===== src/sv/ictt_pkg.sv =====
// Shared types, opcode codes and timing tables for the instruction timing table.
`default_nettype none
package ictt_pkg;

  localparam int NumRows  = 44;
  localparam int ModeCols = 10;

  typedef logic [5:0] row_idx_t;

  typedef struct packed {
    logic [6:0] func;
    logic       word_size;
    logic [3:0] ea_mode;
    logic       short_form;
    logic       immediate_source;
    logic       immediate_is_8bit;
    logic [2:0] outcome;
    logic [3:0] register_count;
    logic       odd_start;
  } item_t;

  typedef struct packed {
    logic [5:0] base_states;
    logic [4:0] access_cycles;
    logic [2:0] fetch_bytes;
    logic [1:0] parity_extra;
  } result_t;

  // Opcodes in decoder order.
  localparam logic [6:0] OP_MOV    = 7'd0;
  localparam logic [6:0] OP_CMP    = 7'd1;
  localparam logic [6:0] OP_ADD    = 7'd2;
  localparam logic [6:0] OP_SUB    = 7'd3;
  localparam logic [6:0] OP_AND    = 7'd4;
  localparam logic [6:0] OP_OR     = 7'd5;
  localparam logic [6:0] OP_XOR    = 7'd6;
  localparam logic [6:0] OP_ADDX   = 7'd7;
  localparam logic [6:0] OP_SUBX   = 7'd8;
  localparam logic [6:0] OP_ADDS   = 7'd9;
  localparam logic [6:0] OP_SUBS   = 7'd10;
  localparam logic [6:0] OP_ADDQ   = 7'd11;
  localparam logic [6:0] OP_NEG    = 7'd12;
  localparam logic [6:0] OP_NOT    = 7'd13;
  localparam logic [6:0] OP_SHAL   = 7'd14;
  localparam logic [6:0] OP_SHAR   = 7'd15;
  localparam logic [6:0] OP_SHLL   = 7'd16;
  localparam logic [6:0] OP_SHLR   = 7'd17;
  localparam logic [6:0] OP_ROTL   = 7'd18;
  localparam logic [6:0] OP_ROTR   = 7'd19;
  localparam logic [6:0] OP_ROTXL  = 7'd20;
  localparam logic [6:0] OP_ROTXR  = 7'd21;
  localparam logic [6:0] OP_BSET   = 7'd22;
  localparam logic [6:0] OP_BCLR   = 7'd23;
  localparam logic [6:0] OP_BNOT   = 7'd24;
  localparam logic [6:0] OP_BTST   = 7'd25;
  localparam logic [6:0] OP_CLR    = 7'd26;
  localparam logic [6:0] OP_TST    = 7'd27;
  localparam logic [6:0] OP_TAS    = 7'd28;
  localparam logic [6:0] OP_MULXU  = 7'd29;
  localparam logic [6:0] OP_DIVXU  = 7'd30;
  localparam logic [6:0] OP_LDC    = 7'd31;
  localparam logic [6:0] OP_STC    = 7'd32;
  localparam logic [6:0] OP_ANDC   = 7'd33;
  localparam logic [6:0] OP_ORC    = 7'd34;
  localparam logic [6:0] OP_XORC   = 7'd35;
  localparam logic [6:0] OP_MOVFPE = 7'd36;
  localparam logic [6:0] OP_MOVTPE = 7'd37;
  localparam logic [6:0] OP_DADD   = 7'd38;
  localparam logic [6:0] OP_DSUB   = 7'd39;
  localparam logic [6:0] OP_EXTS   = 7'd40;
  localparam logic [6:0] OP_EXTU   = 7'd41;
  localparam logic [6:0] OP_SWAP   = 7'd42;
  localparam logic [6:0] OP_XCH    = 7'd43;
  localparam logic [6:0] OP_BCC    = 7'd44;
  localparam logic [6:0] OP_BSR    = 7'd45;
  localparam logic [6:0] OP_JMP    = 7'd46;
  localparam logic [6:0] OP_JSR    = 7'd47;
  localparam logic [6:0] OP_LDM    = 7'd48;
  localparam logic [6:0] OP_STM    = 7'd49;
  localparam logic [6:0] OP_LINK   = 7'd50;
  localparam logic [6:0] OP_NOP    = 7'd51;
  localparam logic [6:0] OP_RTD    = 7'd52;
  localparam logic [6:0] OP_RTE    = 7'd53;
  localparam logic [6:0] OP_RTS    = 7'd54;
  localparam logic [6:0] OP_SCB    = 7'd55;
  localparam logic [6:0] OP_SLEEP  = 7'd56;
  localparam logic [6:0] OP_TRAPA  = 7'd57;
  localparam logic [6:0] OP_TRAPVS = 7'd58;
  localparam logic [6:0] OP_UNLK   = 7'd59;
  localparam logic [6:0] OP_PJMP   = 7'd60;
  localparam logic [6:0] OP_PJSR   = 7'd61;
  localparam logic [6:0] OP_PRTS   = 7'd62;
  localparam logic [6:0] OP_PRTD   = 7'd63;
  localparam logic [6:0] OP_LAST   = 7'd63;

  // Addressing mode codes.
  localparam logic [3:0] EA_IND     = 4'd1;
  localparam logic [3:0] EA_D8      = 4'd2;
  localparam logic [3:0] EA_AA8     = 4'd6;
  localparam logic [3:0] EA_AA16    = 4'd7;
  localparam logic [3:0] EA_IMM     = 4'd8;
  localparam logic [3:0] EA_PCREL8  = 4'd9;
  localparam logic [3:0] EA_ABS24   = 4'd10;

  // Execution outcome codes.
  localparam logic [2:0] OUT_TAKEN    = 3'd1;
  localparam logic [2:0] OUT_DIV_OVF  = 3'd2;
  localparam logic [2:0] OUT_DIV_ZERO = 3'd3;
  localparam logic [2:0] OUT_LOOP_END = 3'd4;

  localparam logic [3:0] MAX_REGS = 4'd8;

  // Timing row indexes.
  localparam row_idx_t ROW_ALU_B   = 6'd0;
  localparam row_idx_t ROW_ALU_W   = 6'd1;
  localparam row_idx_t ROW_ADDS_B  = 6'd2;
  localparam row_idx_t ROW_ADDS_W  = 6'd3;
  localparam row_idx_t ROW_RMW_B   = 6'd4;
  localparam row_idx_t ROW_RMW_W   = 6'd5;
  localparam row_idx_t ROW_BITM_B  = 6'd6;
  localparam row_idx_t ROW_BITM_W  = 6'd7;
  localparam row_idx_t ROW_BTST_B  = 6'd8;
  localparam row_idx_t ROW_BTST_W  = 6'd9;
  localparam row_idx_t ROW_CLR_B   = 6'd10;
  localparam row_idx_t ROW_CLR_W   = 6'd11;
  localparam row_idx_t ROW_CMPG8   = 6'd12;
  localparam row_idx_t ROW_CMPG16  = 6'd13;
  localparam row_idx_t ROW_MOVG8   = 6'd14;
  localparam row_idx_t ROW_MOVG16  = 6'd15;
  localparam row_idx_t ROW_DIV_B   = 6'd16;
  localparam row_idx_t ROW_DIV_W   = 6'd17;
  localparam row_idx_t ROW_DZ_BMIN = 6'd18;
  localparam row_idx_t ROW_DZ_BMAX = 6'd19;
  localparam row_idx_t ROW_DZ_WMIN = 6'd20;
  localparam row_idx_t ROW_DZ_WMAX = 6'd21;
  localparam row_idx_t ROW_DOV_B   = 6'd22;
  localparam row_idx_t ROW_DOV_W   = 6'd23;
  localparam row_idx_t ROW_LDC_B   = 6'd24;
  localparam row_idx_t ROW_LDC_W   = 6'd25;
  localparam row_idx_t ROW_MOVPE   = 6'd26;
  localparam row_idx_t ROW_MUL_B   = 6'd27;
  localparam row_idx_t ROW_MUL_W   = 6'd28;
  localparam row_idx_t ROW_STC_B   = 6'd29;
  localparam row_idx_t ROW_STC_W   = 6'd30;
  localparam row_idx_t ROW_TAS     = 6'd31;
  localparam row_idx_t ROW_CTL     = 6'd32;
  localparam row_idx_t ROW_CMPE    = 6'd33;
  localparam row_idx_t ROW_CMPI    = 6'd34;
  localparam row_idx_t ROW_MOVE    = 6'd35;
  localparam row_idx_t ROW_MOVI    = 6'd36;
  localparam row_idx_t ROW_MOVLS_B = 6'd37;
  localparam row_idx_t ROW_MOVLS_W = 6'd38;
  localparam row_idx_t ROW_MOVF_B  = 6'd39;
  localparam row_idx_t ROW_MOVF_W  = 6'd40;
  localparam row_idx_t ROW_DADD    = 6'd41;
  localparam row_idx_t ROW_EXT     = 6'd42;
  localparam row_idx_t ROW_XCH     = 6'd43;

  // Access cycles (I) per row.
  localparam logic [3:0] ROW_I [NumRows] = '{
    4'd1, 4'd2, 4'd1, 4'd2, 4'd2, 4'd4, 4'd2, 4'd4, 4'd1, 4'd2,
    4'd1, 4'd2, 4'd1, 4'd2, 4'd1, 4'd2, 4'd1, 4'd2, 4'd6, 4'd10,
    4'd6, 4'd10, 4'd1, 4'd2, 4'd1, 4'd2, 4'd0, 4'd1, 4'd2, 4'd1,
    4'd2, 4'd2, 4'd0, 4'd0, 4'd0, 4'd0, 4'd0, 4'd1, 4'd2, 4'd1,
    4'd2, 4'd0, 4'd0, 4'd0
  };

  // Extra instruction bytes (K) per row.
  localparam logic [1:0] ROW_K [NumRows] = '{
    2'd1, 2'd1, 2'd1, 2'd1, 2'd1, 2'd1, 2'd1, 2'd1, 2'd1, 2'd1,
    2'd1, 2'd1, 2'd2, 2'd3, 2'd2, 2'd3, 2'd1, 2'd1, 2'd1, 2'd1,
    2'd1, 2'd1, 2'd1, 2'd1, 2'd1, 2'd1, 2'd2, 2'd1, 2'd1, 2'd1,
    2'd1, 2'd1, 2'd1, 2'd0, 2'd0, 2'd0, 2'd0, 2'd0, 2'd0, 2'd0,
    2'd0, 2'd2, 2'd1, 2'd1
  };

  // Base states per row and addressing mode column.
  localparam logic [5:0] ROW_C [NumRows][ModeCols] = '{
    '{6'd2, 6'd5, 6'd5, 6'd6, 6'd5, 6'd6, 6'd5, 6'd6, 6'd3, 6'd0},
    '{6'd2, 6'd5, 6'd5, 6'd6, 6'd5, 6'd6, 6'd5, 6'd6, 6'd0, 6'd4},
    '{6'd3, 6'd5, 6'd5, 6'd6, 6'd5, 6'd6, 6'd5, 6'd6, 6'd3, 6'd0},
    '{6'd3, 6'd5, 6'd5, 6'd6, 6'd5, 6'd6, 6'd5, 6'd6, 6'd0, 6'd4},
    '{6'd2, 6'd7, 6'd7, 6'd8, 6'd7, 6'd8, 6'd7, 6'd8, 6'd0, 6'd0},
    '{6'd2, 6'd7, 6'd7, 6'd8, 6'd7, 6'd8, 6'd7, 6'd8, 6'd0, 6'd0},
    '{6'd4, 6'd7, 6'd7, 6'd8, 6'd7, 6'd8, 6'd7, 6'd8, 6'd0, 6'd0},
    '{6'd4, 6'd7, 6'd7, 6'd8, 6'd7, 6'd8, 6'd7, 6'd8, 6'd0, 6'd0},
    '{6'd3, 6'd5, 6'd5, 6'd6, 6'd5, 6'd6, 6'd5, 6'd6, 6'd0, 6'd0},
    '{6'd3, 6'd5, 6'd5, 6'd6, 6'd5, 6'd6, 6'd5, 6'd6, 6'd0, 6'd0},
    '{6'd2, 6'd5, 6'd5, 6'd6, 6'd5, 6'd6, 6'd5, 6'd6, 6'd0, 6'd0},
    '{6'd2, 6'd5, 6'd5, 6'd6, 6'd5, 6'd6, 6'd5, 6'd6, 6'd0, 6'd0},
    '{6'd0, 6'd6, 6'd6, 6'd7, 6'd6, 6'd7, 6'd6, 6'd7, 6'd0, 6'd0},
    '{6'd0, 6'd7, 6'd7, 6'd8, 6'd7, 6'd8, 6'd7, 6'd8, 6'd0, 6'd0},
    '{6'd0, 6'd7, 6'd7, 6'd8, 6'd7, 6'd8, 6'd7, 6'd8, 6'd0, 6'd0},
    '{6'd0, 6'd8, 6'd8, 6'd9, 6'd8, 6'd9, 6'd8, 6'd9, 6'd0, 6'd0},
    '{6'd20, 6'd23, 6'd23, 6'd24, 6'd23, 6'd24, 6'd23, 6'd24, 6'd21, 6'd0},
    '{6'd26, 6'd29, 6'd29, 6'd30, 6'd29, 6'd30, 6'd29, 6'd30, 6'd0, 6'd28},
    '{6'd20, 6'd23, 6'd23, 6'd24, 6'd23, 6'd24, 6'd23, 6'd24, 6'd21, 6'd0},
    '{6'd25, 6'd28, 6'd28, 6'd29, 6'd28, 6'd29, 6'd28, 6'd29, 6'd26, 6'd0},
    '{6'd20, 6'd23, 6'd23, 6'd24, 6'd23, 6'd24, 6'd23, 6'd24, 6'd0, 6'd27},
    '{6'd25, 6'd28, 6'd28, 6'd29, 6'd28, 6'd29, 6'd28, 6'd29, 6'd0, 6'd32},
    '{6'd8, 6'd11, 6'd11, 6'd12, 6'd11, 6'd12, 6'd11, 6'd12, 6'd9, 6'd0},
    '{6'd8, 6'd11, 6'd11, 6'd12, 6'd11, 6'd12, 6'd11, 6'd12, 6'd0, 6'd10},
    '{6'd3, 6'd6, 6'd6, 6'd7, 6'd6, 6'd7, 6'd6, 6'd7, 6'd4, 6'd0},
    '{6'd4, 6'd7, 6'd7, 6'd8, 6'd7, 6'd8, 6'd7, 6'd8, 6'd0, 6'd6},
    '{6'd0, 6'd13, 6'd13, 6'd14, 6'd13, 6'd13, 6'd13, 6'd14, 6'd0, 6'd0},
    '{6'd16, 6'd19, 6'd19, 6'd20, 6'd19, 6'd20, 6'd19, 6'd20, 6'd18, 6'd0},
    '{6'd23, 6'd25, 6'd25, 6'd26, 6'd25, 6'd26, 6'd25, 6'd26, 6'd0, 6'd25},
    '{6'd4, 6'd7, 6'd7, 6'd8, 6'd7, 6'd8, 6'd7, 6'd8, 6'd0, 6'd0},
    '{6'd4, 6'd7, 6'd7, 6'd8, 6'd7, 6'd8, 6'd7, 6'd8, 6'd0, 6'd0},
    '{6'd4, 6'd7, 6'd7, 6'd8, 6'd7, 6'd8, 6'd7, 6'd8, 6'd0, 6'd0},
    '{6'd0, 6'd0, 6'd0, 6'd0, 6'd0, 6'd0, 6'd0, 6'd0, 6'd5, 6'd9},
    '{6'd0, 6'd0, 6'd0, 6'd0, 6'd0, 6'd0, 6'd0, 6'd0, 6'd2, 6'd0},
    '{6'd0, 6'd0, 6'd0, 6'd0, 6'd0, 6'd0, 6'd0, 6'd0, 6'd0, 6'd3},
    '{6'd0, 6'd0, 6'd0, 6'd0, 6'd0, 6'd0, 6'd0, 6'd0, 6'd2, 6'd0},
    '{6'd0, 6'd0, 6'd0, 6'd0, 6'd0, 6'd0, 6'd0, 6'd0, 6'd0, 6'd3},
    '{6'd0, 6'd0, 6'd0, 6'd0, 6'd0, 6'd0, 6'd5, 6'd0, 6'd0, 6'd0},
    '{6'd0, 6'd0, 6'd0, 6'd0, 6'd0, 6'd0, 6'd5, 6'd0, 6'd0, 6'd0},
    '{6'd0, 6'd0, 6'd5, 6'd0, 6'd0, 6'd0, 6'd0, 6'd0, 6'd0, 6'd0},
    '{6'd0, 6'd0, 6'd5, 6'd0, 6'd0, 6'd0, 6'd0, 6'd0, 6'd0, 6'd0},
    '{6'd4, 6'd0, 6'd0, 6'd0, 6'd0, 6'd0, 6'd0, 6'd0, 6'd0, 6'd0},
    '{6'd3, 6'd0, 6'd0, 6'd0, 6'd0, 6'd0, 6'd0, 6'd0, 6'd0, 6'd0},
    '{6'd4, 6'd0, 6'd0, 6'd0, 6'd0, 6'd0, 6'd0, 6'd0, 6'd0, 6'd0}
  };

  // Instruction bytes (J) per addressing mode column.
  localparam logic [1:0] MODE_BYTES [ModeCols] = '{
    2'd1, 2'd1, 2'd2, 2'd3, 2'd1, 2'd1, 2'd2, 2'd3, 2'd2, 2'd3
  };

  // Parity extras for MOV with a 16-bit immediate source, modes 0..7.
  localparam logic [1:0] MOVW_EVEN [8] = '{2'd0, 2'd2, 2'd0, 2'd2, 2'd2, 2'd2, 2'd0, 2'd2};
  localparam logic [1:0] MOVW_ODD  [8] = '{2'd0, 2'd0, 2'd2, 2'd0, 2'd0, 2'd0, 2'd2, 2'd0};

  // Parity extras for the general format per column.
  localparam logic GEN_EVEN [ModeCols] = '{1'b0, 1'b1, 1'b0, 1'b1, 1'b1, 1'b1, 1'b0, 1'b1,
                                           1'b0, 1'b0};
  localparam logic GEN_ODD  [ModeCols] = '{1'b0, 1'b0, 1'b1, 1'b0, 1'b0, 1'b0, 1'b1, 1'b0,
                                           1'b0, 1'b0};

endpackage
`default_nettype wire


===== src/sv/ictt_lookup.sv =====
// Timing decode: maps one registered instruction to its timing record.
`default_nettype none
module ictt_lookup
  import ictt_pkg::*;
(
  input  item_t   item,
  input  logic    max_mode,
  output result_t result
);

  logic       col_valid;
  logic [3:0] col;
  logic [3:0] col_idx;
  logic [3:0] nr;
  logic       taken;
  logic       use_row;
  row_idx_t   row;
  logic [5:0] fix_s;
  logic [4:0] fix_i;
  logic [2:0] fix_jk;
  logic [1:0] dz_extra;
  logic [1:0] par;

  always_comb begin
    if (item.ea_mode <= EA_AA16) begin
      col       = item.ea_mode;
      col_valid = 1'b1;
    end else if (item.ea_mode == EA_IMM) begin
      col       = item.word_size ? 4'd9 : 4'd8;
      col_valid = 1'b1;
    end else begin
      col       = 4'd0;
      col_valid = 1'b0;
    end
  end

  assign col_idx = col_valid ? col : 4'd0;
  assign nr      = (item.register_count > MAX_REGS) ? MAX_REGS : item.register_count;
  assign taken   = (item.outcome == OUT_TAKEN);

  always_comb begin
    use_row  = 1'b1;
    row      = ROW_ALU_B;
    fix_s    = 6'd0;
    fix_i    = 5'd0;
    fix_jk   = 3'd0;
    dz_extra = 2'd0;
    case (item.func)
      OP_MOV: begin
        if (item.short_form) begin
          if (item.ea_mode == EA_IMM) begin
            row = item.word_size ? ROW_MOVI : ROW_MOVE;
          end else if (item.ea_mode == EA_AA8) begin
            row = item.word_size ? ROW_MOVLS_W : ROW_MOVLS_B;
          end else begin
            row = item.word_size ? ROW_MOVF_W : ROW_MOVF_B;
          end
        end else if (item.immediate_source) begin
          row = item.immediate_is_8bit ? ROW_MOVG8 : ROW_MOVG16;
        end else begin
          row = item.word_size ? ROW_ALU_W : ROW_ALU_B;
        end
      end
      OP_CMP: begin
        if (item.short_form) begin
          row = item.word_size ? ROW_CMPI : ROW_CMPE;
        end else if (item.immediate_source) begin
          row = item.immediate_is_8bit ? ROW_CMPG8 : ROW_CMPG16;
        end else begin
          row = item.word_size ? ROW_ALU_W : ROW_ALU_B;
        end
      end
      OP_ADD, OP_SUB, OP_AND, OP_OR, OP_XOR, OP_ADDX, OP_SUBX: begin
        row = item.word_size ? ROW_ALU_W : ROW_ALU_B;
      end
      OP_ADDS, OP_SUBS: begin
        row = item.word_size ? ROW_ADDS_W : ROW_ADDS_B;
      end
      OP_ADDQ, OP_NEG, OP_NOT, OP_SHAL, OP_SHAR, OP_SHLL, OP_SHLR, OP_ROTL, OP_ROTR,
      OP_ROTXL, OP_ROTXR: begin
        row = item.word_size ? ROW_RMW_W : ROW_RMW_B;
      end
      OP_BSET, OP_BCLR, OP_BNOT: begin
        row = item.word_size ? ROW_BITM_W : ROW_BITM_B;
      end
      OP_BTST: begin
        row = item.word_size ? ROW_BTST_W : ROW_BTST_B;
      end
      OP_CLR, OP_TST: begin
        row = item.word_size ? ROW_CLR_W : ROW_CLR_B;
      end
      OP_TAS:   row = ROW_TAS;
      OP_MULXU: row = item.word_size ? ROW_MUL_W : ROW_MUL_B;
      OP_DIVXU: begin
        if (item.outcome == OUT_DIV_OVF) begin
          row = item.word_size ? ROW_DOV_W : ROW_DOV_B;
        end else if (item.outcome == OUT_DIV_ZERO) begin
          if (item.word_size) begin
            row = max_mode ? ROW_DZ_WMAX : ROW_DZ_WMIN;
          end else begin
            row = max_mode ? ROW_DZ_BMAX : ROW_DZ_BMIN;
          end
          // A memory operand costs extra bus cycles on the zero-divide trap.
          if (item.ea_mode >= EA_IND && item.ea_mode <= EA_AA16) begin
            dz_extra = item.word_size ? 2'd2 : 2'd1;
          end
        end else begin
          row = item.word_size ? ROW_DIV_W : ROW_DIV_B;
        end
      end
      OP_LDC:                   row = item.word_size ? ROW_LDC_W : ROW_LDC_B;
      OP_STC:                   row = item.word_size ? ROW_STC_W : ROW_STC_B;
      OP_ANDC, OP_ORC, OP_XORC: row = ROW_CTL;
      OP_MOVFPE, OP_MOVTPE:     row = ROW_MOVPE;
      OP_DADD, OP_DSUB:         row = ROW_DADD;
      OP_EXTS, OP_EXTU, OP_SWAP: row = ROW_EXT;
      OP_XCH:                   row = ROW_XCH;
      OP_BCC: begin
        use_row = 1'b0;
        fix_s   = taken ? 6'd7 : 6'd3;
        if (item.ea_mode == EA_PCREL8) begin
          fix_jk = taken ? 3'd5 : 3'd2;
        end else begin
          fix_jk = taken ? 3'd6 : 3'd3;
        end
      end
      OP_BSR: begin
        use_row = 1'b0;
        fix_s   = 6'd9;
        fix_i   = 5'd2;
        fix_jk  = (item.ea_mode == EA_PCREL8) ? 3'd4 : 3'd5;
      end
      OP_JMP: begin
        use_row = 1'b0;
        if (item.ea_mode == EA_AA16 || item.ea_mode == EA_D8) begin
          fix_s  = 6'd7;
          fix_jk = 3'd5;
        end else if (item.ea_mode == EA_IND) begin
          fix_s  = 6'd6;
          fix_jk = 3'd5;
        end else begin
          fix_s  = 6'd8;
          fix_jk = 3'd6;
        end
      end
      OP_JSR: begin
        use_row = 1'b0;
        fix_i   = 5'd2;
        if (item.ea_mode == EA_AA16 || item.ea_mode == EA_IND || item.ea_mode == EA_D8) begin
          fix_s  = 6'd9;
          fix_jk = 3'd5;
        end else begin
          fix_s  = 6'd10;
          fix_jk = 3'd6;
        end
      end
      OP_LDM: begin
        use_row = 1'b0;
        fix_s   = 6'd6 + {nr, 2'b00};
        fix_i   = {nr, 1'b0};
        fix_jk  = 3'd2;
      end
      OP_STM: begin
        use_row = 1'b0;
        fix_s   = 6'd6 + {2'b00, nr} + {1'b0, nr, 1'b0};
        fix_i   = {nr, 1'b0};
        fix_jk  = 3'd2;
      end
      OP_LINK: begin
        use_row = 1'b0;
        fix_s   = item.immediate_is_8bit ? 6'd6 : 6'd7;
        fix_i   = 5'd2;
        fix_jk  = item.immediate_is_8bit ? 3'd2 : 3'd3;
      end
      OP_NOP: begin
        use_row = 1'b0;
        fix_s   = 6'd2;
        fix_jk  = 3'd1;
      end
      OP_RTD: begin
        use_row = 1'b0;
        fix_s   = 6'd9;
        fix_i   = 5'd2;
        fix_jk  = item.immediate_is_8bit ? 3'd4 : 3'd5;
      end
      OP_RTE: begin
        use_row = 1'b0;
        fix_s   = max_mode ? 6'd15 : 6'd13;
        fix_i   = max_mode ? 5'd6 : 5'd4;
        fix_jk  = 3'd4;
      end
      OP_RTS: begin
        use_row = 1'b0;
        fix_s   = 6'd8;
        fix_i   = 5'd2;
        fix_jk  = 3'd4;
      end
      OP_SCB: begin
        use_row = 1'b0;
        if (taken) begin
          fix_s  = 6'd8;
          fix_jk = 3'd6;
        end else begin
          fix_s  = (item.outcome == OUT_LOOP_END) ? 6'd4 : 6'd3;
          fix_jk = 3'd3;
        end
      end
      OP_SLEEP: begin
        use_row = 1'b0;
        fix_s   = 6'd2;
      end
      OP_TRAPA: begin
        use_row = 1'b0;
        fix_s   = max_mode ? 6'd22 : 6'd17;
        fix_i   = max_mode ? 5'd10 : 5'd6;
        fix_jk  = 3'd4;
      end
      OP_TRAPVS: begin
        use_row = 1'b0;
        if (!taken) begin
          fix_s  = 6'd3;
          fix_jk = 3'd1;
        end else begin
          fix_s  = max_mode ? 6'd23 : 6'd18;
          fix_i  = max_mode ? 5'd10 : 5'd6;
          fix_jk = 3'd4;
        end
      end
      OP_UNLK: begin
        use_row = 1'b0;
        fix_s   = 6'd5;
        fix_i   = 5'd2;
        fix_jk  = 3'd1;
      end
      OP_PJMP: begin
        use_row = 1'b0;
        fix_s   = (item.ea_mode == EA_ABS24) ? 6'd9 : 6'd8;
        fix_jk  = (item.ea_mode == EA_ABS24) ? 3'd6 : 3'd5;
      end
      OP_PJSR: begin
        use_row = 1'b0;
        fix_s   = (item.ea_mode == EA_ABS24) ? 6'd15 : 6'd13;
        fix_i   = 5'd4;
        fix_jk  = (item.ea_mode == EA_ABS24) ? 3'd6 : 3'd5;
      end
      OP_PRTS: begin
        use_row = 1'b0;
        fix_s   = 6'd12;
        fix_i   = 5'd4;
        fix_jk  = 3'd5;
      end
      OP_PRTD: begin
        use_row = 1'b0;
        fix_s   = 6'd13;
        fix_i   = 5'd4;
        fix_jk  = item.immediate_is_8bit ? 3'd5 : 3'd6;
      end
      default: begin
        // Invalid opcode: all fields stay zero.
        use_row = 1'b0;
      end
    endcase
  end

  always_comb begin
    par = 2'd0;
    case (item.func)
      OP_BSR, OP_JMP, OP_JSR, OP_RTD, OP_RTE, OP_RTS, OP_TRAPA, OP_PJMP, OP_PJSR,
      OP_PRTS, OP_PRTD: begin
        par = {1'b0, item.odd_start};
      end
      OP_BCC, OP_SCB, OP_TRAPVS: begin
        par = {1'b0, taken & item.odd_start};
      end
      OP_MOVFPE, OP_MOVTPE: begin
        par = 2'd1;
      end
      default: begin
        if (item.func > OP_LAST) begin
          par = 2'd0;
        end else if (item.func == OP_MOV && item.immediate_source && !item.short_form) begin
          if (item.immediate_is_8bit) begin
            par = 2'd1;
          end else if (item.ea_mode <= EA_AA16) begin
            par = item.odd_start ? MOVW_ODD[item.ea_mode[2:0]] : MOVW_EVEN[item.ea_mode[2:0]];
          end
        end else if (col_valid) begin
          par = {1'b0, item.odd_start ? GEN_ODD[col_idx] : GEN_EVEN[col_idx]};
        end
      end
    endcase
  end

  always_comb begin
    if (use_row) begin
      result.base_states   = col_valid ? ROW_C[row][col_idx] : 6'd0;
      result.access_cycles = {1'b0, ROW_I[row]} + {3'b000, dz_extra};
      result.fetch_bytes   = {1'b0, ROW_K[row]} +
                             (col_valid ? {1'b0, MODE_BYTES[col_idx]} : 3'd0);
    end else begin
      result.base_states   = fix_s;
      result.access_cycles = fix_i;
      result.fetch_bytes   = fix_jk;
    end
    result.parity_extra = par;
  end

endmodule
`default_nettype wire


===== src/sv/instruction_cycle_timing_table.sv =====
// Top level of the instruction timing table: input register, decode and result register.
//
// Usage: one decoded instruction enters per transaction on the in_ channel
// (valid/ready); one timing record leaves per transaction on the out_ channel.
// Each instruction gives exactly one record, in order.
// An accepted instruction passes through the input register, then the result
// register, before its record is offered on out_valid.
// Throughput: one instruction per cycle while out_ready stays high; the table
// decode between the two registers is combinational.
// When the receiver holds out_ready low, the result register holds its record
// and the input register still takes one more instruction; in_ready falls
// only once both registers are full.
// The cfg_ channel writes the maximum-mode bit; cfg_ready is always high. The user
// must write the bit only while no instruction is in flight; the block does not enforce it.
// Reset (rst_n low, synchronous) empties both registers and clears the
// maximum-mode bit to minimum mode.
`default_nettype none
module instruction_cycle_timing_table
  import ictt_pkg::*;
(
  input  wire logic       clk,
  input  wire logic       rst_n,
  input  wire logic       in_valid,
  output logic            in_ready,
  input  wire logic [6:0] in_func,
  input  wire logic       in_word_size,
  input  wire logic [3:0] in_ea_mode,
  input  wire logic       in_short_form,
  input  wire logic       in_immediate_source,
  input  wire logic       in_immediate_is_8bit,
  input  wire logic [2:0] in_outcome,
  input  wire logic [3:0] in_register_count,
  input  wire logic       in_odd_start,
  output logic            out_valid,
  input  wire logic       out_ready,
  output logic [5:0]      out_base_states,
  output logic [4:0]      out_access_cycles,
  output logic [2:0]      out_fetch_bytes,
  output logic [1:0]      out_parity_extra,
  input  wire logic       cfg_valid,
  output logic            cfg_ready,
  input  wire logic       cfg_maximum_mode
);

  logic    max_mode_r;
  logic    s1_valid_r;
  item_t   s1_item_r;
  logic    out_valid_r;
  result_t out_res_r;
  result_t res_nxt;
  logic    advance;
  item_t   in_item;

  assign in_item = '{func: in_func, word_size: in_word_size, ea_mode: in_ea_mode,
                     short_form: in_short_form, immediate_source: in_immediate_source,
                     immediate_is_8bit: in_immediate_is_8bit, outcome: in_outcome,
                     register_count: in_register_count, odd_start: in_odd_start};

  // The result register can load whenever it is empty or being drained.
  assign advance   = !out_valid_r || out_ready;
  assign in_ready  = !s1_valid_r || advance;
  assign cfg_ready = 1'b1;

  always_ff @(posedge clk) begin
    if (!rst_n) begin
      max_mode_r <= 1'b0;
    end else if (cfg_valid && cfg_ready) begin
      max_mode_r <= cfg_maximum_mode;
    end
  end

  always_ff @(posedge clk) begin
    if (!rst_n) begin
      s1_valid_r <= 1'b0;
    end else if (in_valid && in_ready) begin
      s1_valid_r <= 1'b1;
    end else if (advance) begin
      s1_valid_r <= 1'b0;
    end
  end

  always_ff @(posedge clk) begin
    if (in_valid && in_ready) begin
      s1_item_r <= in_item;
    end
  end

  ictt_lookup u_lookup (
    .item     (s1_item_r),
    .max_mode (max_mode_r),
    .result   (res_nxt)
  );

  always_ff @(posedge clk) begin
    if (!rst_n) begin
      out_valid_r <= 1'b0;
    end else if (advance) begin
      out_valid_r <= s1_valid_r;
    end
  end

  always_ff @(posedge clk) begin
    if (advance && s1_valid_r) begin
      out_res_r <= res_nxt;
    end
  end

  assign out_valid         = out_valid_r;
  assign out_base_states   = out_res_r.base_states;
  assign out_access_cycles = out_res_r.access_cycles;
  assign out_fetch_bytes   = out_res_r.fetch_bytes;
  assign out_parity_extra  = out_res_r.parity_extra;

`ifndef SYNTH
  // An instruction waiting behind a stalled record must not be dropped.
  a_hold_s1: assert property (@(posedge clk) disable iff (!rst_n)
    (s1_valid_r && out_valid_r && !out_ready) |=> s1_valid_r)
    else $error("pending instruction lost during output stall");

  // A registered instruction moves into the result register when it can.
  a_move_out: assert property (@(posedge clk) disable iff (!rst_n)
    (s1_valid_r && advance) |=> out_valid_r)
    else $error("instruction did not reach the result register");

  // Invalid opcodes produce an all-zero record.
  a_invalid_zero: assert property (@(posedge clk) disable iff (!rst_n)
    (s1_valid_r && advance && (s1_item_r.func > OP_LAST)) |=>
    (out_base_states == 6'd0 && out_access_cycles == 5'd0 &&
     out_fetch_bytes == 3'd0 && out_parity_extra == 2'd0))
    else $error("invalid opcode gave a nonzero record");

  // The parity adjustment never exceeds two states.
  a_parity_range: assert property (@(posedge clk) disable iff (!rst_n)
    out_valid_r |-> (out_parity_extra != 2'd3))
    else $error("parity adjustment out of range");

  // Reset leaves both pipeline registers empty.
  a_reset_empty: assert property (@(posedge clk)
    !rst_n |=> (!s1_valid_r && !out_valid_r))
    else $error("pipeline not empty after reset");
`endif

endmodule
`default_nettype wire

===== config.mk =====
export PLATFORM = sky130hd
export DESIGN_NAME = instruction_cycle_timing_table
export DESIGN_NICKNAME = d
export VERILOG_FILES = /design/src/sv/ictt_pkg.sv /design/src/sv/ictt_lookup.sv /design/src/sv/instruction_cycle_timing_table.sv
export SDC_FILE = /design/constraint.sdc
export NUM_CORES = 1
export LEC_CHECK = 0
export BUFFER_PORTS_ARGS = -buffer_cell sky130_fd_sc_hd__buf_2
export CAP_MARGIN = 20
export CORE_MARGIN = 3
export CORE_UTILIZATION = 39
export DETAILED_ROUTE_END_ITERATION = 8
export SYNTH_ARGS = -nofsm -noshare
export SYNTH_HDL_FRONTEND = slang
export SYNTH_HIERARCHICAL = 1
export SYNTH_SLANG_ARGS = --single-unit

===== constraint.sdc =====
create_clock -name clk -period 8.5 [get_ports clk]
set_input_delay 1.7 -clock clk [delete_from_list [all_inputs] [get_ports clk]]
set_output_delay 1.7 -clock clk [all_outputs]
set_load 0.01 [all_outputs]

* After elaboration in Yosys (flattened, before gate mapping)
Memory sizes are Yosys's and may differ from the RTL's.
Index checks and enable logic that the tools add are counted.
** Operators by class
- Add/sub/neg operators :: 5
- Order comparisons :: 7
- Equal/unequal tests :: 74
- Muxes and demuxes :: 105
- Bitwise gates (word level) :: 4
- Reduce and logical (&&, ||, !) cells :: 35
** Operator list (count)
- equality test 7 x 6 -> 1 bit, second input constant :: 32
- case mux 6 bit (18 select lines) :: 2
- 2-to-1 mux 60 bit :: 2
- equality test 7 x 5 -> 1 bit, second input constant :: 16
- 2-to-1 mux 6 bit :: 15
- 2-to-1 mux 2 bit :: 30
- equality test 7 x 4 -> 1 bit, second input constant :: 8
- OR reduction 44 bit :: 1
- case mux 3 bit (14 select lines) :: 1
- 2-to-1 mux 4 bit :: 9
- 2-to-1 mux 3 bit :: 11
- 2-to-1 mux 1 bit :: 30
- case mux 5 bit (6 select lines) :: 1
- equality test 7 x 3 -> 1 bit, second input constant :: 4
- binary-select mux 6 bit (select 4 bit) :: 1
- OR reduction 11 bit :: 2
- OR reduction 2 bit :: 9
- OR reduction 3 bit :: 6
- equality test 7 x 2 -> 1 bit, second input constant :: 2
- 2-to-1 mux 14 bit :: 1
- equality test 4 bit, second input constant :: 3
- equality test 4 x 3 -> 1 bit, second input constant :: 2
- equality test 7 x 1 -> 1 bit, second input constant :: 1
- >= comparator 7 bit, second input constant :: 1
- 29 further kinds :: 40
** Word-level totals
- Flip-flop bits (word level) :: 42
- ROM bits :: 4320
- Input bits :: 29
- Output and inout port bits :: 19
- Logic and storage cells :: 254
- Memories kept :: 8
** Memory list
- (no name shown) :: words 64, width 60, read ports 1, clocked after memory_dff 0, write ports 0, line ictt_lookup.sv:296 : result.base_states = col_valid ? ROW_C[row][col_idx] : 6'd0;
- (no name shown) :: words 64, width 4, read ports 1, clocked after memory_dff 0, write ports 0, line ictt_lookup.sv:297 : result.access_cycles = {1'b0, ROW_I[row]} + {3'b000, dz_extra};
- (no name shown) :: words 64, width 2, read ports 1, clocked after memory_dff 0, write ports 0, line ictt_lookup.sv:298 : result.fetch_bytes = {1'b0, ROW_K[row]} +
- (no name shown) :: words 16, width 2, read ports 1, clocked after memory_dff 0, write ports 0, line ictt_lookup.sv:299 : (col_valid ? {1'b0, MODE_BYTES[col_idx]} : 3'd0);
- (no name shown) :: words 16, width 1, read ports 1, clocked after memory_dff 0, write ports 0, line ictt_lookup.sv:288 : par = {1'b0, item.odd_start ? GEN_ODD[col_idx] : GEN_EVEN[col_idx]};
- (no name shown) :: words 16, width 1, read ports 1, clocked after memory_dff 0, write ports 0, line ictt_lookup.sv:288
- 2 more memories

* Longest topological paths before layout
Gate-level depths: netlist (run 1).
- Depth after elaboration :: 14
- Gate-level depth with buffers :: 21
- Gate-level depth less buffers :: 19

* Modules after synthesis
Netlist (run 1), hierarchy kept.
** Modules (own cells, without submodules)
- ictt_lookup :: instances 1, cells an instance 556, area an instance 3375.7 um^2, seq. area each 0.0 um^2
- instruction_cycle_timing_table :: instances 1, cells an instance 53, area an instance 1322.5 um^2, seq. area each 1231.2 um^2

* Worst setup path before layout (run 1)
OpenSTA, ideal clock, no wires.
- Path kind :: register to register
- Start :: register s1_item_r[12] in the netlist's numbering
- End :: register out_res_r, in the netlist out_access_cycles[1], data pin
- Setup time :: 0.272 ns
- Arrival :: 3.994 ns
- Required time :: 8.228 ns
- Path slack :: 4.234 ns
- Stages on the path, launching flop included :: 21
- Buffers on the path :: 3
- Period minus slack after synthesis :: 4.266 ns
- Cell sequence :: edfxtp_1 > clkbuf_1 > nor2b_1 > nand2_1 > ha_1 > nand3_1 > a31oi_1 > or4_1 > buf_6 > clkinv_8 > ha_1 > clkbuf_1 > nand2_1 > a32oi_1 > o21ai_0 > o21ai_0 > ha_1 > inv_1 > fa_1 > o221a_2 > o211ai_1
** RTL lines
- start: declaration :: line instruction_cycle_timing_table.sv:47 : item_t s1_item_r;
- start signal: assignment :: line instruction_cycle_timing_table.sv:84 : s1_item_r <= in_item;
- end signal: assignment :: line instruction_cycle_timing_table.sv:104 : out_res_r <= res_nxt;
- end: declaration :: line instruction_cycle_timing_table.sv:49 : result_t out_res_r;

==> results.json, run 1 <==
{
  "status": "completed",
  "num_io_pins": 48,
  "n_antenna_cell": 0,
  "crit_required_ns": 8.51,
  "drt_iter0_drc": 766,
  "ys_ff_latch": 42,
  "tns_ns": 0,
  "fin_ws_ns": 3.31,
  "synth_compound_area_share_pct": 30.3,
  "cts-resized-gates": 0,
  "nets": 673,
  "reg2reg_from": "s1_item_r[18]$_DFFE_PP_",
  "cp-start-kind": "flop",
  "layout-drive-gt1-share_pct": 14.7,
  "dp_slack_ns": 3.40,
  "setup_viol": 0,
  "drc": 0,
  "async_flop_share_pct": 0,
  "cts_tree": "yes",
  "cts_root_buffer": "clkbuf_16",
  "endpoint": "out_access_cycles[1]$_DFFE_PP_",
  "worstPathArrival_ns": 5.20,
  "synthMuxAreaShare_pct": 1.09,
  "wl_mm": 15.6,
  "yosysWarnings": 6,
  "synth_top_family_by_area": "compound AO/OA/AOI/OAI gates",
  "dp_cells": 755,
  "vias_per_cell": 6.55,
  "timing.hold.ws_ns": 0.533,
  "drt-pass1-iter-count": 7,
  "grt_pass1_wl_mm": 24.4,
  "peakVddDrop_mv": 0.0823,
  "final.setup_skew_ns": 0.00795,
  "maxCapViolCount": 0,
  "startpoint": "s1_item_r[18]$_DFFE_PP_",
  "synth.distinct_cells": 82,
  "area_delta_synth_final_pct": 8.42,
  "die_height_um": 116,
  "synth_edf_count": 39,
  "cts.sinks": 42,
  "clkTransAtPathRegs_ns": 0.06,
  "cts_buffer_depth": 2,
  "powerDensity_nw_per_um2": 127,
  "start_util_pct": 40.5,
  "antenna_found_initial": 0,
  "syn_nets": 663,
  "ys_seq_area_share_pct": 26.2,
  "yosys.area_share.simple_pct": 26.7,
  "synth_xor_area_share_pct": 1.12,
  "fmax_ghz": 0.193,
  "leakage_uw": 0.00190,
  "wl_per_cell_um": 20.5,
  "syn_avg_cell_area_um2": 7.71,
  "rows": 39,
  "hold_violations": 0,
  "grt_pass1_vias": 4494,
  "rsz0062_at_grt": "no",
  "layout_commonest_cell": "nand2_1",
  "layout_common_cells": "nand2_1 (67), nor2_1 (55), a21oi_1 (54)",
  "hold_path.class": "reg -> reg",
  "cts_setup_buffers": 0,
  "grt_max_degree": 43,
  "placed_area_um2": 4950,
  "synth_flop_cell": "edfxtp_1",
  "dp_hpwl_mm": 11.3,
  "max_slew.worst_pin.slew_ns": 0.870,
  "endpoint_kind": "flop",
  "path_class": "reg -> reg",
  "worst-path-max-fanout": 29,
  "clk_latency_ns": 0.29,
  "coreArea_um2": 11600,
  "cts_buffers": 5,
  "fin_crit_sh_pct": 61.0,
  "stdcell_count": 763,
  "reg2reg_depth": 16,
  "relSlewSlack_pct": 42.0,
  "rr_endpoint": "out_access_cycles[1]$_DFFE_PP_",
  "grt_overflow": 0,
  "syn_inst": 609,
  "synth_area_um2": 4700,
  "design_area_um2": 5090,
  "synthAdderAreaFrac_pct": 7.14,
  "htreeDepth": 2,
  "finalWeightedCongestion": 1.02,
  "die_area_um2": 13400,
  "vias": 4994,
  "track_usage_pct": 23.1,
  "ant_nets": 0,
  "period_needed_ns": 5.19,
  "r2r_setup_slack_ns": 3.31,
  "hold_buffers": 0,
  "io_buffers": 46,
  "dieWidth_um": 116,
  "slew_violations": 0
}
## synth_stat cells, drive strengths merged, types with 3 or more instances
cell | n | area (µm²)
o221ai | 4 | 35.0
nor4 | 4 | 25.0
mux2i | 4 | 40.0
fa | 3 | 60.1
nor4b | 3 | 32.5
o32ai | 7 | 68.8
ha | 22 | 275
nand2 | 67 | 251
o21ai | 41 | 205
xnor2 | 5 | 43.8
clkbuf | 22 | 82.6
nand3 | 15 | 75.1
and3 | 7 | 43.8
buf | 33 | 173
a31o | 3 | 26.3
nand3b | 5 | 50.1
or3 | 3 | 18.8
edfxtp | 39 | 1170
a21o | 9 | 67.6
nor2 | 59 | 236
a21oi | 55 | 275
and2 | 4 | 25.0
nand4 | 7 | 43.8
nor3 | 18 | 90.1
a22oi | 6 | 45.0
a221oi | 5 | 43.8
o31ai | 6 | 45.0
or2 | 4 | 25.0
dfxtp | 3 | 60.1
o211ai | 7 | 52.6
a32oi | 10 | 87.6
o311ai | 5 | 43.8
nor2b | 19 | 126
a2111oi | 3 | 32.5
nand2b | 15 | 93.8
a211oi | 5 | 37.5
inv | 20 | 75.1
o22ai | 9 | 62.6
a31oi | 17 | 106
o21a | 3 | 22.5
## worst min path at each step
stage / end / slack (ns) / depth (start not counted) / from
4_1_cts: s1_valid_r$_SDFFE_PN0P_ / 0.54 / 2 / out_valid$_SDFFE_PN0P_
2_1_floorplan: s1_valid_r$_SDFFE_PN0P_ / 0.53 / 2 / s1_valid_r$_SDFFE_PN0P_
3_5_place_dp: s1_valid_r$_SDFFE_PN0P_ / 0.53 / 2 / out_valid$_SDFFE_PN0P_
3_3_place_gp: s1_valid_r$_SDFFE_PN0P_ / 0.51 / 2 / out_valid$_SDFFE_PN0P_
5_1_grt: s1_valid_r$_SDFFE_PN0P_ / 0.57 / 2 / out_valid$_SDFFE_PN0P_
6_report: s1_valid_r$_SDFFE_PN0P_ / 0.53 / 2 / out_valid$_SDFFE_PN0P_
## worst max-delay path, stage by stage, from the launching register on
cell and delay, ns:
edfxtp_1 0.92, inv_2 0.17, a21o_1 0.26, a21o_1 0.18
a32oi_1 0.31, nand2_1 0.48, inv_1 0.37, ha_1 0.62
nand2_1 0.10, a32oi_1 0.22, o21ai_0 0.08, o21ai_0 0.17
ha_1 0.19, inv_1 0.05, fa_1 0.49, o221a_2 0.20
o211ai_1 0.10
## per-stage QoR
stage                     power [µW]  util, %
final                            646     43.9
after global placement           450     42.5
after global routing             680     43.9
after floorplan                  396        -
after detailed placement         451     42.6
after CTS                        645     43.9
## flip-flops by register name, indices dropped and copies added, names as in the netlist
signal,count
s1_item_r,23
out_base_states,6
out_access_cycles,5
out_fetch_bytes,3
out_parity_extra,2
max_mode_r,1
out_valid,1
s1_valid_r,1
## kinds of logic (layout without fill, tap and decap cells)
kind of cell             Yosys count  in the layout
AND/OR/NAND/NOR                  242            242
other                              1              1
adder cells (fa/ha/maj)           25             25
multiplexers                       5              5
flip-flops                        42             42
AO/OA/AOI/OAI                    212            212
buffers and inverters             76             87
XOR/XNOR                           6              6
## report_power, final
part	internal [µW]	switching (µW)	total [µW]
registers	240	17.5	258
logic	69.0	128	197
clock network	116	75.1	191
## routing by layer
metal	GRT usage, %	up-vias	part of all wire, %
li1	-	2306	-
met1	32.1	2323	43
met3	5.54	52	11
met5	0	-	0
met2	34.8	313	43
met4	8.82	0	3.4
## layout make-up
cell class | instances | area [µm²]
Inverter | 21 | 91.3
Tap cell | 143 | 179
Sequential cell | 42 | 1230
Multi-Input combinational cell | 491 | 3120
Clock buffer | 7 | 143
Clock inverter | 1 | 5.00
Timing Repair Buffer | 58 | 320
Fill cell | 1180 | 6520
Power figures use the tool's default switching activity.
==> run 2, diff against run 1 <==
Clock period 8.5 ns to 4.3 ns, I/O delays scaled along.
==> results.json, run 2 (synthesis gave the netlist of run 1 again) <==
{
  "peakVddDrop_mv": 0.201,
  "top_register": "s1_item_r",
  "rr_endpoint": "out_access_cycles[1]$_DFFE_PP_",
  "final.setup_skew_ns": 0.00775,
  "cp_top_family": "simple AND/OR/NAND/NOR gates",
  "area_delta_synth_final_pct": 17.4,
  "leakage_uw": 0.00214,
  "p_clk_share_pct": 30.8,
  "reg2reg_depth": 16,
  "p_sw_share_pct": 32.6,
  "maxCapViolCount": 0,
  "cts_buffer_depth": 2,
  "crit_buf_inv": 2,
  "coreArea_um2": 11600,
  "hold_path.class": "reg -> reg",
  "powerDensity_nw_per_um2": 247,
  "cts.sinks": 42,
  "clkTransAtPathRegs_ns": 0.06,
  "wl_per_cell_um": 20.3,
  "num_io_pins": 48,
  "hold_violations": 0,
  "ant_nets": 0,
  "worstHoldStart": "out_valid$_SDFFE_PN0P_",
  "htreeDepth": 2,
  "grt_pass1_vias": 4736,
  "p_int_uw": 918,
  "relSlewSlack_pct": 49.7,
  "cts_tree": "yes",
  "multiInputGateArea_um2": 3170,
  "holdPathStages": 2,
  "vias_per_cell": 6.41,
  "cp-start-kind": "flop",
  "min_to": "s1_valid_r$_SDFFE_PN0P_",
  "dp_slack_ns": 0.122,
  "design_area_um2": 5520,
  "largest_register_ffs": 23,
  "start_util_pct": 40.5,
  "layout-drive-gt1-share_pct": 21.9,
  "drt-pass1-iter-count": 7,
  "seq_area_um2": 1230,
  "critPathSlowestCell": "or4_4",
  "die_height_um": 116,
  "io_buffers": 46,
  "dieWidth_um": 116,
  "cts_buffers": 5,
  "fmax_ghz": 0.246,
  "clk_latency_ns": 0.29,
  "worstPathCellList": "buf_4, and4bb_2, nand4_1, nor2b_1, a31oi_1, or4_4, ha_1, nand2_1, a32oi_1, o21ai_0, o21ai_0, ha_1, inv_1, fa_1, o221a_2, o211ai_1",
  "cts_root_buffer": "clkbuf_16",
  "die_area_um2": 13400,
  "layout_common_cells": "nand2_1 (67), buf_4 (57), a21oi_1 (54)",
  "wl_mm": 16.5,
  "grt_max_degree": 25,
  "rows": 39,
  "max_slew.worst_pin.slew_ns": 0.752,
  "period_needed_ns": 4.06,
  "fin_util_pct": 47.5,
  "p_switching_uw": 445,
  "worstPathArrival_ns": 4.08,
  "crit_required_ns": 4.32,
  "n_antenna_cell": 0,
  "drc": 0,
  "endpoint_kind": "flop",
  "nets": 720,
  "comb_power_share_pct": 32.7,
  "finalWeightedCongestion": 0.974,
  "cpPeakStageDelay_ns": 0.59,
  "grt_pass1_wl_mm": 25.8,
  "r2r_setup_slack_ns": 0.24,
  "grt_overflow": 0,
  "layout_commonest_cell": "nand2_1",
  "vias": 5192,
  "drt_iter0_drc": 529,
  "setup_viol": 0,
  "reg2reg_from": "s1_item_r[17]$_DFFE_PP_",
  "path_class": "reg -> reg",
  "fin_crit_sh_pct": 94.4,
  "power_frac_seq_pct": 36.4,
  "fillers": 1145,
  "antenna_found_initial": 0,
  "fin_ws_ns": 0.239,
  "track_usage_pct": 24.6,
  "status": "completed",
  "slew_violations": 0,
  "dp_hpwl_mm": 12.2,
  "worst-path-max-fanout": 5,
  "placed_area_um2": 5230
}
[run 2: changes by cell type in the layout (fill, tap and decap cells not counted), moves of 2 or more]
cell,delta
nor4_2,+2
nor2_1,-2
nor2_2,+2
buf_4,+45
nor4_1,-2
[run 2: power groups by stage]
stage               Combinational, µW  Sequential, µW  Clock (µW)
finish                            446             497         420
global route                      486             500         455
CTS                               420             500         439
detailed placement                418             508           0
global placement                  418             507           0
floorplan                         282             501           0
[run 2: worst reg2reg max path, stage by stage (launching register included)]
cell and delay (ns):
edfxtp_1 0.43, buf_4 0.17, and4bb_2 0.26, nand4_1 0.14
nor2b_1 0.18, a31oi_1 0.06, or4_4 0.59, ha_1 0.34
nand2_1 0.08, a32oi_1 0.23, o21ai_0 0.13, o21ai_0 0.18
ha_1 0.20, inv_1 0.06, fa_1 0.48, o221a_2 0.19
o211ai_1 0.08
[run 2: what timing repair did]
action | in CTS | in global routing
hold buffers | 0 | 0
gates resized for setup | 0 | 9
hold endpoints to repair | 0 | 0
setup endpoints to repair | 0 | 5
buffers inserted | 0 | 11
[run 2: how the worst max path moves through the flow]
stage	start	end	slack, ns	cells past startpoint
floorplan	s1_item_r[12]$_DFFE_PP_	out_access_cycles[1]$_DFFE_PP_	0.03	20
global placement	s1_item_r[14]$_DFFE_PP_	out_access_cycles[1]$_DFFE_PP_	0.16	16
detailed placement	s1_item_r[14]$_DFFE_PP_	out_access_cycles[1]$_DFFE_PP_	0.12	16
CTS	s1_item_r[14]$_DFFE_PP_	out_access_cycles[1]$_DFFE_PP_	0.11	16
global route	s1_item_r[19]$_DFFE_PP_	out_fetch_bytes[1]$_DFFE_PP_	-0.001	15
finish	s1_item_r[17]$_DFFE_PP_	out_access_cycles[1]$_DFFE_PP_	0.24	16
[run 2: final cells by class]
type | instances | share of cell area, %
clock inverter | 1 | 0.544
tap | 143 | 3.24
multi-input combinational | 491 | 57.4
inverter | 21 | 1.66
timing repair buffer | 105 | 12.4
clock buffer | 7 | 2.40
sequential | 42 | 22.3
[run 2: per-stage QoR]
step	hold slack (ns)	cells	TNS (ns)	total power (µW)
after global routing	0.565	810	-0.00129	1440
after global placement	0.506	791	0	926
after detailed placement	0.532	791	0	926
final	0.540	810	0	1360
after floorplan	0.529	609	0	783
after CTS	0.544	799	0	1360
[run 2: routing by layer]
layer	share of wire, %	GRT usage (%)	vias to the layer above
met1	43	35.0	2418
met3	10	5.48	37
met4	2.7	6.73	0
met5	0	0	-
met2	44	37.7	334
li1	-	-	2403
